$ cat src/pca_pkg.sv
// ----------------------------------------------------------------------------
// PID controller package
// Widths, register map, sequencer states and the configuration bundle
// shared by the PID controller modules.
// ----------------------------------------------------------------------------
`default_nettype none

package pca_pkg;

  // Fixed point format: Q16.16 in 32 bits
  localparam int DataWidth   = 32;
  localparam int FracBits    = 16;
  localparam int TargetWidth = 16;
  localparam int DriveWidth  = 16;
  localparam int PeriodWidth = 31;

  // APB register file
  localparam int ApbAddrWidth = 5;
  localparam int ApbDataWidth = 32;
  localparam int RegIdxWidth  = 3;

  // Divider: numerator is the difference scaled by 2^FracBits
  localparam int DivNumWidth = DataWidth + FracBits;
  localparam int DivCntWidth = $clog2(DivNumWidth + 1);

  // Register indexes
  typedef enum logic [RegIdxWidth-1:0] {
    REG_GAIN_P,
    REG_GAIN_I,
    REG_GAIN_D,
    REG_OUT_MIN,
    REG_OUT_MAX,
    REG_SAMPLE_PERIOD,
    REG_WINDUP_HIGH,
    REG_WINDUP_LOW
  } pca_reg_e;

  // Sequencer states
  typedef enum logic [3:0] {
    S_IDLE,
    S_ERR,
    S_MUL_P,
    S_MUL_I1,
    S_MUL_I2,
    S_INT_ADD,
    S_WAIT_DIV,
    S_D_ADD,
    S_SUM,
    S_DONE
  } pca_state_e;

  // Configuration bundle from the register file to the datapath
  typedef struct packed {
    logic signed [DataWidth-1:0] gain_p;
    logic signed [DataWidth-1:0] gain_i;
    logic signed [DataWidth-1:0] gain_d;
    logic signed [DataWidth-1:0] out_min;
    logic signed [DataWidth-1:0] out_max;
    logic [PeriodWidth-1:0]      sample_period;
    logic signed [DataWidth-1:0] windup_high;
    logic signed [DataWidth-1:0] windup_low;
  } pca_cfg_t;

endpackage

`default_nettype wire

$ cat src/pca_if.sv
// ----------------------------------------------------------------------------
// PID controller channel interfaces
// Valid/ready channels for the sample input and the drive output.
// ----------------------------------------------------------------------------
`default_nettype none

interface pca_in_if;
  import pca_pkg::*;

  logic                          valid;
  logic                          ready;
  logic signed [TargetWidth-1:0] target;
  logic signed [DataWidth-1:0]   measured;
  logic                          clear_state;

  modport source (output valid, output target, output measured, output clear_state,
                  input ready);
  modport sink   (input valid, input target, input measured, input clear_state,
                  output ready);
endinterface

interface pca_out_if;
  import pca_pkg::*;

  logic                         valid;
  logic                         ready;
  logic signed [DriveWidth-1:0] drive;

  modport source (output valid, output drive, input ready);
  modport sink   (input valid, input drive, output ready);
endinterface

`default_nettype wire

$ cat src/pca_cfg.sv
// ----------------------------------------------------------------------------
// PID controller register file
// APB-style configuration registers: gains, clamps, sample period, window.
// ----------------------------------------------------------------------------
`default_nettype none

module pca_cfg (
  input  wire logic                             clk_i,
  input  wire logic                             rst_ni,
  input  wire logic                             psel,
  input  wire logic                             penable,
  input  wire logic                             pwrite,
  input  wire logic [pca_pkg::ApbAddrWidth-1:0] paddr,
  input  wire logic [pca_pkg::ApbDataWidth-1:0] pwdata,
  output logic      [pca_pkg::ApbDataWidth-1:0] prdata,
  output logic                                  pready,
  output pca_pkg::pca_cfg_t                     cfg_o
);
  import pca_pkg::*;

  pca_cfg_t cfg_q;
  pca_reg_e reg_idx;
  logic     wr_en;

  assign pready  = 1'b1;
  assign reg_idx = pca_reg_e'(paddr[2 +: RegIdxWidth]);
  assign wr_en   = psel && penable && pwrite && pready;
  assign cfg_o   = cfg_q;

  // Write the addressed register at the access phase
  always_ff @(posedge clk_i or negedge rst_ni) begin
    if (!rst_ni) begin
      cfg_q.gain_p        <= '0;
      cfg_q.gain_i        <= '0;
      cfg_q.gain_d        <= '0;
      cfg_q.out_min       <= {1'b1, {(DataWidth-1){1'b0}}};
      cfg_q.out_max       <= {1'b0, {(DataWidth-1){1'b1}}};
      cfg_q.sample_period <= PeriodWidth'(1) << FracBits;
      cfg_q.windup_high   <= {1'b0, {(DataWidth-1){1'b1}}};
      cfg_q.windup_low    <= {1'b1, {(DataWidth-1){1'b0}}};
    end else if (wr_en) begin
      unique case (reg_idx)
        REG_GAIN_P:        cfg_q.gain_p        <= pwdata;
        REG_GAIN_I:        cfg_q.gain_i        <= pwdata;
        REG_GAIN_D:        cfg_q.gain_d        <= pwdata;
        REG_OUT_MIN:       cfg_q.out_min       <= pwdata;
        REG_OUT_MAX:       cfg_q.out_max       <= pwdata;
        REG_SAMPLE_PERIOD: cfg_q.sample_period <= pwdata[PeriodWidth-1:0];
        REG_WINDUP_HIGH:   cfg_q.windup_high   <= pwdata;
        REG_WINDUP_LOW:    cfg_q.windup_low    <= pwdata;
      endcase
    end
  end

  // Read back the addressed register
  always_comb begin
    unique case (reg_idx)
      REG_GAIN_P:        prdata = cfg_q.gain_p;
      REG_GAIN_I:        prdata = cfg_q.gain_i;
      REG_GAIN_D:        prdata = cfg_q.gain_d;
      REG_OUT_MIN:       prdata = cfg_q.out_min;
      REG_OUT_MAX:       prdata = cfg_q.out_max;
      REG_SAMPLE_PERIOD: prdata = {1'b0, cfg_q.sample_period};
      REG_WINDUP_HIGH:   prdata = cfg_q.windup_high;
      REG_WINDUP_LOW:    prdata = cfg_q.windup_low;
    endcase
  end

endmodule

`default_nettype wire

$ cat src/pca_mul.sv
// ----------------------------------------------------------------------------
// PID controller shared multiplier
// Signed fixed point multiply with registered product; the result is the
// product shifted right by the fraction bits (floor) and wrapped.
// ----------------------------------------------------------------------------
`default_nettype none

module pca_mul (
  input  wire logic                               clk_i,
  input  wire logic signed [pca_pkg::DataWidth-1:0] a_i,
  input  wire logic signed [pca_pkg::DataWidth-1:0] b_i,
  output logic signed      [pca_pkg::DataWidth-1:0] res_o
);
  import pca_pkg::*;

  logic signed [2*DataWidth-1:0] prod_q;

  // Register the full product
  always_ff @(posedge clk_i) begin
    prod_q <= a_i * b_i;
  end

  // Arithmetic shift then wrap is a plain slice of the product
  assign res_o = prod_q[FracBits +: DataWidth];

endmodule

`default_nettype wire

$ cat src/pca_div.sv
// ----------------------------------------------------------------------------
// PID controller divider
// Restoring divider, one quotient bit a cycle: (num * 2^FracBits) / den,
// truncated toward zero, wrapped; a zero divisor gives zero.
// ----------------------------------------------------------------------------
`default_nettype none

module pca_div (
  input  wire logic                                 clk_i,
  input  wire logic                                 rst_ni,
  input  wire logic                                 start_i,
  input  wire logic signed [pca_pkg::DataWidth-1:0] num_i,
  input  wire logic        [pca_pkg::PeriodWidth-1:0] den_i,
  output logic                                      busy_o,
  output logic signed      [pca_pkg::DataWidth-1:0] quot_o
);
  import pca_pkg::*;

  logic                   busy_q;
  logic [DivCntWidth-1:0] cnt_q;
  logic [PeriodWidth-1:0] den_q;
  logic [PeriodWidth-1:0] rem_q;
  logic [DivNumWidth-1:0] quo_q;
  logic                   neg_q;
  logic                   zero_q;

  logic [DataWidth-1:0]   num_mag;
  logic [PeriodWidth:0]   rem_sh;
  logic [PeriodWidth:0]   rem_sub;
  logic                   bit_ge;
  logic [DataWidth-1:0]   quo_lo;

  assign num_mag = num_i[DataWidth-1] ? DataWidth'(-num_i) : DataWidth'(num_i);

  // One restoring step
  assign rem_sh  = {rem_q, quo_q[DivNumWidth-1]};
  assign rem_sub = rem_sh - {1'b0, den_q};
  assign bit_ge  = rem_sh >= {1'b0, den_q};

  // Control: iteration count and busy flag
  always_ff @(posedge clk_i or negedge rst_ni) begin
    if (!rst_ni) begin
      busy_q <= 1'b0;
      cnt_q  <= '0;
    end else if (start_i) begin
      busy_q <= 1'b1;
      cnt_q  <= DivCntWidth'(DivNumWidth);
    end else if (busy_q) begin
      cnt_q  <= cnt_q - 1'b1;
      busy_q <= (cnt_q != DivCntWidth'(1));
    end
  end

  // Datapath: load operands, then shift in a quotient bit a cycle
  always_ff @(posedge clk_i) begin
    if (start_i) begin
      den_q  <= den_i;
      rem_q  <= '0;
      quo_q  <= {num_mag, {FracBits{1'b0}}};
      neg_q  <= num_i[DataWidth-1];
      zero_q <= (den_i == '0);
    end else if (busy_q) begin
      rem_q <= bit_ge ? rem_sub[PeriodWidth-1:0] : rem_sh[PeriodWidth-1:0];
      quo_q <= {quo_q[DivNumWidth-2:0], bit_ge};
    end
  end

  // Apply sign and zero divisor rule
  assign quo_lo = quo_q[DataWidth-1:0];
  assign busy_o = busy_q;
  assign quot_o = zero_q ? '0 : (neg_q ? DataWidth'(-quo_lo) : quo_lo);

endmodule

`default_nettype wire

$ cat src/pid_controller_anti_windup_top.sv
// ----------------------------------------------------------------------------
// PID controller with integrator reset anti-windup
// Q16.16 PID loop run by a small sequencer around one shared multiplier and
// a bit-serial divider.
//
//   Channel    Dir  Handshake        Payload
//   sample_i   in   valid/ready      target, measured, clear_state
//   result_o   out  valid/ready      drive
//   APB        in   psel/penable     8 registers at byte address 4*i
//
// Transaction length, acceptance to drive result, is set mainly by the
// 48-step divider for the derivative term; the proportional and integral
// multiplies share one registered multiplier and overlap the division, the
// derivative multiply follows it. sample_i is ready only while the sequencer
// idles, so a sample is taken only after the last one is through. A finished
// drive waits in the output register, so the next sample is taken while it
// is pending. Reset clears integrator and previous error, restores config defaults.
// ----------------------------------------------------------------------------
`default_nettype none

module pid_controller_anti_windup_top (
  input  wire logic                             clk_i,
  input  wire logic                             rst_ni,
  input  wire logic                             psel,
  input  wire logic                             penable,
  input  wire logic                             pwrite,
  input  wire logic [pca_pkg::ApbAddrWidth-1:0] paddr,
  input  wire logic [pca_pkg::ApbDataWidth-1:0] pwdata,
  output logic      [pca_pkg::ApbDataWidth-1:0] prdata,
  output logic                                  pready,
  pca_in_if.sink                                sample_i,
  pca_out_if.source                             result_o
);
  import pca_pkg::*;

  pca_cfg_t   cfg;
  pca_state_e state_q, state_d;

  logic signed [TargetWidth-1:0] tgt_q;
  logic signed [DataWidth-1:0]   meas_q;
  logic signed [DataWidth-1:0]   err_q;
  logic signed [DataWidth-1:0]   p_q;
  logic signed [DataWidth-1:0]   i_q;
  logic signed [DataWidth-1:0]   pd_q;
  logic signed [DataWidth-1:0]   sum_q;
  logic signed [DataWidth-1:0]   acc_q;
  logic signed [DataWidth-1:0]   prev_q;
  logic signed [DriveWidth-1:0]  drive_q;
  logic                          out_valid_q;

  logic signed [DataWidth-1:0]   mul_a, mul_b, mul_res;
  logic                          div_start, div_busy;
  logic signed [DataWidth-1:0]   div_quot;
  logic signed [DataWidth-1:0]   clamped;
  logic                          in_accept, out_free, in_window;

  // Register file
  pca_cfg u_cfg (
    .clk_i   (clk_i),
    .rst_ni  (rst_ni),
    .psel    (psel),
    .penable (penable),
    .pwrite  (pwrite),
    .paddr   (paddr),
    .pwdata  (pwdata),
    .prdata  (prdata),
    .pready  (pready),
    .cfg_o   (cfg)
  );

  // Shared multiplier
  pca_mul u_mul (
    .clk_i (clk_i),
    .a_i   (mul_a),
    .b_i   (mul_b),
    .res_o (mul_res)
  );

  // Derivative divider
  pca_div u_div (
    .clk_i   (clk_i),
    .rst_ni  (rst_ni),
    .start_i (div_start),
    .num_i   (err_q - prev_q),
    .den_i   (cfg.sample_period),
    .busy_o  (div_busy),
    .quot_o  (div_quot)
  );

  assign in_accept = sample_i.valid && sample_i.ready;
  assign out_free  = !out_valid_q || result_o.ready;
  assign in_window = !((i_q > cfg.windup_high) || (i_q < cfg.windup_low));

  // Clamp the sum, upper limit first
  always_comb begin
    if (sum_q > cfg.out_max) begin
      clamped = cfg.out_max;
    end else if (sum_q < cfg.out_min) begin
      clamped = cfg.out_min;
    end else begin
      clamped = sum_q;
    end
  end

  // State register
  always_ff @(posedge clk_i or negedge rst_ni) begin
    if (!rst_ni) begin
      state_q <= S_IDLE;
    end else begin
      state_q <= state_d;
    end
  end

  // Next state, multiplier operands and divider start
  always_comb begin
    state_d        = state_q;
    mul_a          = cfg.gain_p;
    mul_b          = err_q;
    div_start      = 1'b0;
    sample_i.ready = 1'b0;
    unique case (state_q)
      S_IDLE: begin
        sample_i.ready = 1'b1;
        if (sample_i.valid) state_d = S_ERR;
      end
      S_ERR:     state_d = S_MUL_P;
      S_MUL_P: begin
        div_start = 1'b1;
        state_d   = S_MUL_I1;
      end
      S_MUL_I1: begin
        mul_a   = cfg.gain_i;
        state_d = S_MUL_I2;
      end
      S_MUL_I2: begin
        mul_a   = mul_res;
        mul_b   = {1'b0, cfg.sample_period};
        state_d = S_INT_ADD;
      end
      S_INT_ADD: state_d = S_WAIT_DIV;
      S_WAIT_DIV: begin
        mul_a = cfg.gain_d;
        mul_b = div_quot;
        if (!div_busy) state_d = S_D_ADD;
      end
      S_D_ADD:   state_d = S_SUM;
      S_SUM:     state_d = S_DONE;
      S_DONE: begin
        if (out_free) state_d = S_IDLE;
      end
      default:   state_d = S_IDLE;
    endcase
  end

  // Datapath registers
  always_ff @(posedge clk_i) begin
    if (in_accept) begin
      tgt_q  <= sample_i.target;
      meas_q <= sample_i.measured;
    end
    unique case (state_q)
      S_ERR:     err_q <= {tgt_q, {FracBits{1'b0}}} - meas_q;
      S_MUL_I1:  p_q   <= mul_res;
      S_INT_ADD: i_q   <= acc_q + mul_res;
      S_D_ADD:   pd_q  <= p_q + mul_res;
      S_SUM:     sum_q <= in_window ? pd_q + i_q : pd_q;
      default: ;
    endcase
  end

  // Controller state: integrator and previous error
  always_ff @(posedge clk_i or negedge rst_ni) begin
    if (!rst_ni) begin
      acc_q  <= '0;
      prev_q <= '0;
    end else if (in_accept && sample_i.clear_state) begin
      acc_q  <= '0;
      prev_q <= '0;
    end else if (state_q == S_SUM) begin
      acc_q  <= in_window ? i_q : '0;
      prev_q <= err_q;
    end
  end

  // Output register: load when free, drop once taken
  always_ff @(posedge clk_i or negedge rst_ni) begin
    if (!rst_ni) begin
      out_valid_q <= 1'b0;
    end else if (state_q == S_DONE && out_free) begin
      out_valid_q <= 1'b1;
    end else if (result_o.ready) begin
      out_valid_q <= 1'b0;
    end
  end

  always_ff @(posedge clk_i) begin
    if (state_q == S_DONE && out_free) begin
      drive_q <= clamped[FracBits +: DriveWidth];
    end
  end

  assign result_o.valid = out_valid_q;
  assign result_o.drive = drive_q;

endmodule

`default_nettype wire
$ cat src/flat_wrapper.sv
// flat-port wrapper written by rule: the top's interface ports become plain ports
module pid_controller_anti_windup_top_flat import pca_pkg::*;
  (clk_i, rst_ni, psel, penable, pwrite, paddr, pwdata, prdata, pready, sample_i_valid, sample_i_target, sample_i_measured, sample_i_clear_state, sample_i_ready, result_o_valid, result_o_drive, result_o_ready);
  pca_in_if sample_i_i ();
  pca_out_if result_o_i ();
  input  wire logic clk_i;
  input  wire logic rst_ni;
  input  wire logic psel;
  input  wire logic penable;
  input  wire logic pwrite;
  input  wire logic [pca_pkg::ApbAddrWidth-1:0] paddr;
  input  wire logic [pca_pkg::ApbDataWidth-1:0] pwdata;
  output logic      [pca_pkg::ApbDataWidth-1:0] prdata;
  output logic pready;
  input wire logic [$bits(sample_i_i.valid)-1:0] sample_i_valid;
  input wire logic [$bits(sample_i_i.target)-1:0] sample_i_target;
  input wire logic [$bits(sample_i_i.measured)-1:0] sample_i_measured;
  input wire logic [$bits(sample_i_i.clear_state)-1:0] sample_i_clear_state;
  output wire logic [$bits(sample_i_i.ready)-1:0] sample_i_ready;
  output wire logic [$bits(result_o_i.valid)-1:0] result_o_valid;
  output wire logic [$bits(result_o_i.drive)-1:0] result_o_drive;
  input wire logic [$bits(result_o_i.ready)-1:0] result_o_ready;
  assign sample_i_i.valid = sample_i_valid;
  assign sample_i_i.target = sample_i_target;
  assign sample_i_i.measured = sample_i_measured;
  assign sample_i_i.clear_state = sample_i_clear_state;
  assign sample_i_ready = sample_i_i.ready;
  assign result_o_valid = result_o_i.valid;
  assign result_o_drive = result_o_i.drive;
  assign result_o_i.ready = result_o_ready;
  pid_controller_anti_windup_top u_core (.clk_i(clk_i), .rst_ni(rst_ni), .psel(psel), .penable(penable), .pwrite(pwrite), .paddr(paddr), .pwdata(pwdata), .prdata(prdata), .pready(pready), .sample_i(sample_i_i), .result_o(result_o_i));
endmodule
$ cat config.mk
export PLATFORM = sky130hd
export DESIGN_NAME = pid_controller_anti_windup_top_flat
export DESIGN_NICKNAME = d
export VERILOG_FILES = /design/src/pca_pkg.sv /design/src/pca_if.sv /design/src/pca_cfg.sv /design/src/pca_mul.sv /design/src/pca_div.sv /design/src/pid_controller_anti_windup_top.sv /design/src/flat_wrapper.sv
export SDC_FILE = /design/constraint.sdc
export NUM_CORES = 2
export LEC_CHECK = 0
export ABC_AREA = 1
export ABC_CLOCK_PERIOD_IN_PS = 26200
export BUFFER_PORTS_ARGS = -buffer_cell sky130_fd_sc_hd__clkbuf_2
export CAP_MARGIN = 20
export CORE_MARGIN = 3
export CORE_UTILIZATION = 40
export DETAILED_ROUTE_END_ITERATION = 8
export PLACE_DENSITY = 0.64
export SYNTH_ARGS = -nofsm -noshare
export SYNTH_HDL_FRONTEND = slang
export SYNTH_SLANG_ARGS = --single-unit
$ cat constraint.sdc
create_clock -name clk_i -period 26.2 [get_ports clk_i]
set_clock_uncertainty 0.15 [all_clocks]
set_input_delay 5.24 -clock clk_i [delete_from_list [all_inputs] [get_ports clk_i]]
set_output_delay 5.24 -clock clk_i [all_outputs]
set_load 0.03 [all_outputs]
Word-level counts from Yosys, hierarchy flattened
Index checks and enable logic that the tools add are counted.
- bits in registers: 715
- bits of input ports: 93
- output and inout bits: 51
- $add $sub $neg: 9
- multipliers: 1
- magnitude comparators: 5
- equal/unequal tests: 20
- mux-type cells: 29
- reduce and logical (&&, ||, !) cells: 23
- operators with widths (operator ; count):
    32-bit two-way mux ; 11
    32-bit case mux with 8 select lines ; 1
    32-bit adder ; 3
    48-bit two-way mux ; 2
    32-bit case mux with 3 select lines ; 1
    32-bit > comparator ; 2
    32-bit less-than comparator ; 2
    32-bit negator ; 2
    32-bit case mux with 2 select lines ; 1
    32-bit subtractor ; 2
    32-bit by 32-bit multiplier with 48-bit output ; 1
    4-bit case mux with 10 select lines ; 1
    32-bit by 31-bit >= comparator with 1-bit output ; 1
    31-bit zero test ; 1
    31-bit two-way mux ; 1
    31-bit subtractor ; 1
    4-bit by 3-bit equality test with 1-bit output (second input constant) ; 4
    2-bit AND reduction ; 8
    3-bit equality test (second input constant) ; 4
    4-bit two-way mux ; 3
    6-bit two-way mux ; 2
    4-bit by 2-bit equality test with 1-bit output (second input constant) ; 2
    4-bit equality test (second input constant) ; 2
    3-bit by 2-bit equality test with 1-bit output (second input constant) ; 2
    other kinds (14) ; 27

Logic depth before layout (Yosys ltp)
- word-level depth: 5
- depth in mapped cells: 46

Cells and area by module
From an unflattened synthesis, not the netlist that was laid out.
- cells, all modules: 9888
- area, all modules: 75807.7 sq um
- modules (own cells, without submodules) (module ; instances ; cells an instance ; area an instance (sq um) ; seq. area each (sq um)):
    pca_mul ; 1 ; 4022 ; 31278.7 ; 640.6
    pid_controller_anti_windup_top ; 1 ; 3078 ; 23837.9 ; 8453.1
    pca_cfg ; 1 ; 1415 ; 11805.1 ; 6462.4
    pca_div ; 1 ; 1373 ; 8886.0 ; 3067.9

Worst setup path after synthesis
OpenSTA, ideal clock, no wires.
- kind: in2out
- start: input paddr[4] in the netlist's numbering
- end: output prdata[10] in the netlist's numbering
- arrival: 6.915 ns
- required time: 20.810 ns
- setup slack: 13.895 ns
- stages: 7
- path through: clkbuf_1 > nor3_1 > clkinv_1 > clkbuf_1 > o22ai_1 > a21oi_1 > o211ai_1
- cells in the longest elaborated chain, start to end: 2
- ends and longest elaborated chain (element ; RTL line ; text):
    from (decl) ; flat_wrapper.sv:11 ; input wire logic [pca_pkg::ApbAddrWidth-1:0] paddr;
    3-bit equality test, or another cell as far along ; pca_cfg.sv:57 ; unique case (reg_idx)
    32-bit case mux with 8 select lines * ; pca_cfg.sv:57 ;
    to (decl) ; flat_wrapper.sv:13 ; output logic [pca_pkg::ApbDataWidth-1:0] prdata;
Every way passes the cells marked *; elsewhere a longest branch is shown, timed or not.

Worst setup path in the final report
- start: input paddr[4] in the netlist's numbering
- end: output prdata[1] in the netlist's numbering
The elaborated chain is that of the path after synthesis.

==> flow_summary.json <==
{
  "status": "completed",
  "syn_to_final_growth_pct": 8.83,
  "synthArstFlopShare_pct": 47.4,
  "firstDrtPassIters": 7,
  "gp_congestion": 0.959,
  "synth_edf_count": 289,
  "min-delay-start": "u_core.u_div.rem_q[13]$_SDFFE_PP0P_",
  "worstHoldPathType": "flop to flop",
  "drcViolationCount": 0,
  "grt_pass1_wl_mm": 370,
  "grtUsageTotal_pct": 26.9,
  "fp.dieW_um": 426,
  "slew-limit-headroom_pct": 27.6,
  "ant_nets": 0,
  "core-area_mm2": 0.175,
  "rsz0062_at_grt": "false",
  "portBuffers": 140,
  "setup_viol": 0,
  "wl_per_cell_um": 22.3,
  "grt_max_degree": 79,
  "drv_slew": 0,
  "yosysWarnings": 0,
  "cts.sinks": 699,
  "period_minus_slack_ns": 13.13,
  "htree_num_levels": 3,
  "synth_top_cell_by_area": "fa_1",
  "period_share_pct": 50.1,
  "drive_gt1_share_pct": 6.55,
  "arrival_ns": 7.74,
  "synth_top_area_share_pct": 23.9,
  "ys_types": 69,
  "grt_overflow": 0,
  "r2r-start": "u_core.state_q[3]$_DFFE_PN0P_",
  "cts_tree": "yes",
  "max-cap-violations": 0,
  "pin_count": 144,
  "wl_mm": 245,
  "ctsHoldBuffers": 0,
  "tns_ns": 0,
  "synth.avg_cell_area_um2": 8.27,
  "max_freq_mhz": 76.2,
  "synth.net_count": 9928,
  "fin_nets": 9966,
  "yosysSeqAreaShare_pct": 26.4,
  "cp-end-kind": "output pin",
  "cts-root-buf": "clkbuf_16",
  "setup_slack_ns": 13.07,
  "cts_repair_resize_count": 0,
  "finalHoldViolations": 0,
  "syn_area_mm2": 0.0705,
  "crit_start": "paddr[4]",
  "worst_pin_slew_ns": 1.08,
  "critPathRequiredTime_ns": 20.81,
  "syn_inst": 8528,
  "initial_utilization_pct": 40.4,
  "die_height_um": 426,
  "vias_per_cell": 5.42,
  "synth_area_leaders": "fa_1 24%, edfxtp_1 12%, dfrtp_1 9.4%, nand2_1 9.2%, inv_1 9.0%",
  "crit_type": "input port to output pin",
  "dp_slack_ns": 13.04,
  "synth-seq-cells": 699,
  "antenna_found_initial": 17,
  "dieArea_mm2": 0.181,
  "fillers": 17300,
  "numCtsBuffers": 78,
  "rrSetupSlack_ns": 15.03,
  "row_count": 153,
  "clkTransAtPathRegs_ns": 0.06,
  "dp_hpwl_mm": 194,
  "crit_fanout": 20,
  "postPlaceCellArea_mm2": 0.0740,
  "clk_latency_ns": 0.69,
  "cts_setup_buffers": 0,
  "cts_buffer_depth": 3,
  "first_iter_violations": 5804,
  "grt_pass1_vias": 59700,
  "synth-main-ff-cell": "edfxtp_1",
  "final_cell_area_mm2": 0.0768,
  "start_kind": "input port",
  "vias": 59400
}
## cells in the mapped netlist, drive strengths merged (38+ instances only)
cell	instances
a31oi	54
fa	843
clkbuf	250
nor2	748
o22ai	108
nand2	1732
ha	464
buf	38
dfrtp	266
o21ai	578
xnor2	76
o211ai	63
inv	1709
dfstp	65
nand4	51
nand3	242
nor3	55
xor2	143
dfxtp	79
edfxtp	289
a22oi	48
a21oi	398
## critical path, stage by stage
cell and delay (ns):
clkbuf_2 0.16, nor3_1 0.33, clkinv_1 0.56, buf_4 0.46, o22ai_1 0.20, a21oi_1 0.06, o211ai_1 0.35, clkbuf_2 0.34
## layer usage
layer	GRT usage [%]	part of all wire, %	vias to the layer above	routed length [µm]
li1	-	-	26900	-
met1	35.5	41	29300	99600
met2	43.1	46	2656	112000
met3	4.82	8.4	564	20500
met4	12.4	5.4	6	13200
met5	0	0.016	-	38
## final cells by class
type                       count  area [µm²]  share of cell area [%]
multi-input combinational   5818       44500                    57.9
antenna                       13        32.5                  0.0424
timing repair buffer         246        1610                    2.10
sequential                   699       18600                    24.3
clock inverter                37         385                   0.502
inverter                    1723        6470                    8.43
clock buffer                 109        2250                    2.94
tap                         2325        2910                    3.79
## stage by stage
stage	hold WS, ns	std cells	utilization [%]
CTS	0.324	11000	43.9
floorplan	0.295	8528	-
global route	0.341	11000	44.0
global placement	0.304	10800	42.4
finish	0.323	11000	44.0
detailed placement	0.314	10800	42.4
## cell usage in the layout, fill, tap and decap left out, types with 16 or more instances in the layout
cell type,synthesis,final
clkinv_2,1,16
xnor2_1,76,76
dfstp_2,65,65
nand4_1,50,50
clkbuf_16,0,82
a21oi_1,392,391
a22oi_1,48,48
o21a_1,20,20
dfxtp_1,79,79
o21ai_1,34,34
fa_1,843,843
o211ai_1,63,63
or2_2,31,31
nand2_1,1726,1721
nor4_1,26,26
inv_1,1684,1683
nand3_1,240,240
ha_1,464,464
edfxtp_1,289,289
clkbuf_1,250,17
inv_2,25,26
nor3_1,54,53
a21o_1,17,17
nor2_1,745,735
clkbuf_2,0,139
a31oi_1,44,39
o22ai_1,107,107
clkinv_1,13,17
xor2_1,143,143
o21bai_1,23,23
o21ai_0,539,538
buf_4,6,100
dfrtp_1,266,266
## state kept, by name, summed over array words and instances (netlist names), 32 cells and up
register / flops
u_core.u_mul.prod_q: 32
u_core.u_cfg.cfg_o: 255
u_core.meas_q: 32
u_core.err_q: 32
u_core.pd_q: 32
u_core.sum_q: 32
u_core.u_div.quo_q: 48
u_core.i_q: 32
u_core.acc_q: 32
u_core.p_q: 32
u_core.prev_q: 32
## worst paths after layout
path,end,cells after the start
setup / recovery,prdata[1],8
hold / removal,u_core.u_div.rem_q[13]$_SDFFE_PP0P_,2
setup reg to reg,u_core.u_mul.prod_q[47]$_DFF_P_,35
hold reg to reg,u_core.u_div.rem_q[13]$_SDFFE_PP0P_,2
max in group asynchronous,u_core.prev_q[24]$_DFFE_PN0P_,3
min in group asynchronous,u_core.acc_q[16]$_DFFE_PN0P_,1
## cell families after synthesis
kind of cell / after synthesis / share of synthesized area (%)
compound gates: 1386 / 11.4
xor+xnor: 219 / 2.72
fa+ha+maj: 1307 / 32.2
buf+inv: 2011 / 10.8
flops: 699 / 26.4
other cells: 1 / 0.00532
simple gates: 2905 / 16.6
Power is not shown: default switching activity piles up to over one toggle a cycle in this logic, so the estimate is an artifact.
